### config.mk
export PLATFORM = sky130hd
export DESIGN_NAME = gtbp_divider
export DESIGN_NICKNAME = d
export VERILOG_FILES = /design/src/design/gtbp_pkg.sv /design/src/design/gtbp_divider.sv
export SDC_FILE = /design/constraint.sdc
export NUM_CORES = 1
export LEC_CHECK = 0
export BUFFER_PORTS_ARGS = -buffer_cell sky130_fd_sc_hd__buf_2
export CAP_MARGIN = 25
export CORE_MARGIN = 3
export CORE_UTILIZATION = 54
export DETAILED_ROUTE_END_ITERATION = 12
export PLACE_DENSITY = 0.79
export RECOVER_POWER = 50
export SETUP_SLACK_MARGIN = 0.02
export SYNTH_ARGS = -nofsm -noshare
export SYNTH_HDL_FRONTEND = slang
export SYNTH_SLANG_ARGS = --single-unit
### constraint.sdc
create_clock -name clk_i -period 2.8 [get_ports clk_i]
set_input_delay 0 -clock clk_i [delete_from_list [all_inputs] [get_ports clk_i]]
set_output_delay 0 -clock clk_i [all_outputs]
set_load 0.03 [all_outputs]
### src/design/gtbp_pkg.sv
// ----------------------------------------------------------------------------
// gtbp_pkg
// types and constants shared by the block pool modules
// ----------------------------------------------------------------------------
package gtbp_pkg;
  localparam int unsigned MaxBlocks    = 256;
  localparam int unsigned MaxBlockBytes = 4096;
  localparam int unsigned IdxW  = $clog2(MaxBlocks);
  localparam int unsigned CntW  = $clog2(MaxBlocks + 1);
  localparam int unsigned OffW  = 24;
  localparam int unsigned QuoW  = 24;

  typedef enum logic [1:0] {
    OP_ALLOC  = 2'd0,
    OP_FREE   = 2'd1,
    OP_QUERY  = 2'd2,
    OP_RETIRE = 2'd3
  } op_e;

  typedef enum logic [2:0] {
    ST_OK        = 3'd0,
    ST_SIZE      = 3'd1,
    ST_ALIGN     = 3'd2,
    ST_BAD_ADDR  = 3'd3,
    ST_DBL_FREE  = 3'd4
  } status_e;

  localparam logic CfgBlockSize  = 1'b0;
  localparam logic CfgBlockCount = 1'b1;

  // divider handshake
  typedef struct packed {
    logic            start;
    logic [OffW-1:0] dividend;
    logic [12:0]     divisor;
  } div_req_t;

  typedef struct packed {
    logic            done;
    logic [QuoW-1:0] quotient;
    logic            rem_zero;
  } div_rsp_t;

  typedef enum logic [3:0] {
    S_IDLE, S_AREAD, S_AWAIT, S_AGEN, S_DIV, S_FREAD, S_FWAIT,
    S_FUPD, S_RETIRE, S_RWAIT, S_DONE
  } state_e;
endpackage

### src/design/gtbp_divider.sv
// ----------------------------------------------------------------------------
// gtbp_divider
// restoring divider, one quotient bit per cycle
// ----------------------------------------------------------------------------
module gtbp_divider (
  input  logic              clk_i,
  input  logic              rst_ni,
  input  gtbp_pkg::div_req_t req_i,
  output gtbp_pkg::div_rsp_t rsp_o
);
  import gtbp_pkg::*;

  logic [QuoW-1:0] quo_q, quo_d;
  logic [13:0]     rem_q, rem_d;
  logic [12:0]     dvs_q, dvs_d;
  logic [4:0]      cnt_q, cnt_d;
  logic            run_q, run_d, done_q, done_d;
  logic [13:0]     trial;

  always_comb begin
    quo_d  = quo_q;
    rem_d  = rem_q;
    dvs_d  = dvs_q;
    cnt_d  = cnt_q;
    run_d  = run_q;
    done_d = 1'b0;
    trial  = '0;
    if (req_i.start) begin
      quo_d = req_i.dividend;
      rem_d = '0;
      dvs_d = req_i.divisor;
      cnt_d = 5'(QuoW);
      run_d = 1'b1;
    end else if (run_q) begin
      trial = {rem_q[12:0], quo_q[QuoW-1]};
      if (trial >= {1'b0, dvs_q}) begin
        rem_d = trial - {1'b0, dvs_q};
        quo_d = {quo_q[QuoW-2:0], 1'b1};
      end else begin
        rem_d = trial;
        quo_d = {quo_q[QuoW-2:0], 1'b0};
      end
      cnt_d = cnt_q - 5'd1;
      if (cnt_q == 5'd1) begin
        run_d  = 1'b0;
        done_d = 1'b1;
      end
    end
  end

  always_ff @(posedge clk_i or negedge rst_ni) begin
    if (!rst_ni) begin
      run_q  <= 1'b0;
      done_q <= 1'b0;
      cnt_q  <= '0;
    end else begin
      run_q  <= run_d;
      done_q <= done_d;
      cnt_q  <= cnt_d;
    end
  end

  always_ff @(posedge clk_i) begin
    quo_q <= quo_d;
    rem_q <= rem_d;
    dvs_q <= dvs_d;
  end

  assign rsp_o.done     = done_q;
  assign rsp_o.quotient = quo_q;
  assign rsp_o.rem_zero = (rem_q == '0);
endmodule

==> summary.md <==
| Metric | Value |
|---|---|
| Main flop type after synthesis | `edfxtp_1` |
| Final std cells w/o fill | `443` |
| Max IR drop VDD | `~0.65 mV` |
| CTS tree | `built` |
| Gr ovfl total | `0` |
| Core area | `5270 um2` |
| Most used cell, CP | `inv_1` |
| Via density | `5.54` |
| Number of synthesized flops with an enable pin | `37` |
| DR WL/cell | `about 16 um` |
| Area growth syn-to-layout | `30.2%` |
| Rows | `26` |
| TritonCTS buffer count | `9` |
| Setup bufs post-CTS | `0` |
| First-pass GRT wire length | `between 10,000 and 15,000 um` |
| Critical path data arrival time | `2.65 ns` |
| Initial Util | `0.579` |
| RSZ-0062 raised after global routing | `no` |
| Async S/R FF share, synth | `0.121` |
| Fillers | `387` |
| Slew Viols, Final | `0` |
| Port bufs | `65` |
| Kind of critical path | `reg -> reg` |
| #FFs+latches synth | `slightly below 60` |
| CTS root buffer | `clkbuf_8` |
| Layout Skew | `~0.011 ns` |
| Clk sink count | `58` |
| Worst-Margin Slew | `1.02 ns` |
| Netlist cell types | `52` |
| H-Tree Depth | `3` |
| Vias post-DR | `about 2,500` |
| Slowest stage cell, crit path | `edfxtp_1` |
| Placed cell areas | `between 3000 and 4000 um2` |
| Syn nets | `315` |
| CTS Buffer Depth | `2` |
| Final WL | `slightly above 7000 um` |
| Place WS | `between 0.2 and 0.3 ns` |
| Reg-to-reg slack, setup | `0.23 ns` |
| Final hold violation count | `0` |
| Critical path's largest stage delay | `roughly 0.4 ns` |
| Final Cycle Share | `0.918` |
| Final worst slack | `roughly 0.23 ns` |
| Cells after Synth | `259` |
| Cell family with most CP delay | `compound AO/OA/AOI/OAI gates` |
| DP HPWL | `roughly 4600 um` |
| Top cell type's share of synthesized area | `0.364` |
| Setup violators final | `0` |
| Fmax | `around 0.39 GHz` |
| CP Buf/Inv Count | `2` |
| Crit path max fanout | `11` |
| ANT cells | `0` |
| Layout net count | `between 400 and 500` |
| Syn_area_per_cell | `~12 um2` |
| Yosys warns | `0` |
| Largest net degree at the start of global routing | `36` |
| Hold Path Class | `in -> async` |
| Initial antenna violation count | `0` |
| Die height | `between 80 and 90 um` |
| Die footprint | `6590 um2` |
| Most frequent cells in the layout | `38 x dlygate4sd3_1, 38 x buf_2, 37 x edfxtp_1` |
| CTS clock-pin slew for the worst setup and hold paths | `approximately 0.070 ns` |
| Final instance area | `about 4000 um2` |
| Drc violations | `0` |
| Worst Setup End Kind | `flop` |
| First DRT Iteration DRCs | `about 120` |
| Relative slew slack | `0.317` |
| Startpoint types | `flop` |
| GR Util All Layers | `0.230` |
| Post-route ant nets | `0` |
| Sequential area share after synthesis | `0.514` |
| Worst-path cell chain | `inv_1 > ha_1 > inv_1 > fa_1 > a21o_1 > a22oi_1 > a21oi_4 > or2_4 > mux2_2` |
| Tmin final | `roughly 2.6 ns` |
| First-pass iteration count of the detailed router | `5` |
| P_leak | `~1.7 nW` |
| Worst-Skew Late Latency | `approximately 0.34 ns` |
| Maxcap violations | `0` |
| Pwr Density | `about 870 nW/um2` |
| Mapped cell area | `approximately 3100 um2` |
| Layout cell share with drive strength beyond 1 | `0.231` |
| Routability cong. | `roughly 0.9` |
| Required time worst endpoint | `2.88 ns` |
| Top cells by area, synth | `edfxtp_1 36%, dfxtp_1 9.2%, mux2_2 8.9%, ha_1 6.2%, dfrtp_1 5.7%` |
| Top Ports | `66` |
| Cells after DPL | `~400` |
| Die X | `81.2 um` |
| Setup TNS Final | `0 ns` |
| Dominant cell type by area after synthesis | `edfxtp_1` |
| Vias in the first global route | `2,442` |
| Status | `completed` |
## state kept, by name (all words and copies together), names as in the netlist
signal	cells
cnt_q	5
quo_q	24
done_q	1
run_q	1
rem_q	14
dvs_q	13
## cell type report
class / count / area [um2] / share of cell area
well taps: 70 / 87.6 / 0.0220
inverters: 19 / 71.3 / 0.0180
multi-input cells: 174 / 1340 / 0.338
repair buffers: 106 / 688 / 0.173
flip-flops and latches: 58 / 1570 / 0.394
clock buffers: 12 / 166 / 0.0419
clock inverters: 4 / 48.8 / 0.0123
## per-layer routing
| metal | routed length [um] | vias up | GRT usage |
|---|---|---|---|
| li1 | - | 1182 | - |
| met1 | 2870 | 1178 | 0.281 |
| met2 | 3680 | 78 | 0.380 |
| met3 | 388 | 16 | 0.0599 |
| met4 | 156 | 0 | 0.108 |
| met5 | 0 | - | 0 |
## where the power goes
part / leakage (nW) / switching [mW] / internal (mW) / total, mW
clock network: 0.111 / 0.341 / 0.488 / 0.829
registers: 0.577 / 0.144 / 1.08 / 1.23
logic: 0.991 / 0.812 / 0.585 / 1.40
total: 1.68 / 1.30 / 2.16 / 3.45
## worst paths after layout
| path | start | to | depth (start not counted) |
|---|---|---|---|
| worst max register to register | quo_q[23] | quo_q[0] | 9 |
| max in group asynchronous | rst_ni | cnt_q[3] | 2 |
| worst min-delay path | rst_ni | cnt_q[0] | 2 |
| min in group clk_i | req_i[37] | cnt_q[0] | 2 |
| worst min register to register | rem_q[13] | rem_q[13] | 1 |
| worst max-delay path | quo_q[23] | quo_q[0] | 9 |
## timing repair
item / 4_1_cts / 5_1_grt
gates resized for setup: 0 / 0
hold buffers: 38 / 0
endpoints found under the hold margin: 44 / 0
## synthesized netlist by cell type (4+ instances only)
cell      count
edfxtp_1     37
mux2_2       24
inv_1        19
nand2_1      17
nor2_1       17
ha_1         15
dfxtp_1      14
a21oi_1       8
o21ai_0       8
xnor2_1       8
a211oi_1      7
dfrtp_1       7
a21o_1        6
nand3_1       5
a311oi_1      4
mux2i_1       4
nand2b_1      4
xor2_1        4
## metrics by stage
step / utilization / power, mW / hold slack (ns)
final: 0.754 / 3.45 / 0.0914
after global routing: 0.754 / 3.66 / 0.153
after CTS: 0.761 / 3.46 / 0.0171
after detailed placement: 0.648 / 2.57 / -0.155
after global placement: 0.648 / 2.54 / -0.161
after floorplan: - / 2.27 / -0.296
## kinds of logic (layout without fill, tap and decap cells)
group           after synthesis  count (layout)  synth area share
simple gates                 63              63             0.104
fa+ha+maj                    16              16            0.0681
buf+inv                      27             141            0.0459
xor+xnor                     12              12            0.0345
flops                        58              58             0.514
compound gates               54              54             0.127
mux                          29              29             0.107
No activity file was read; power rests on OpenSTA's default activity.
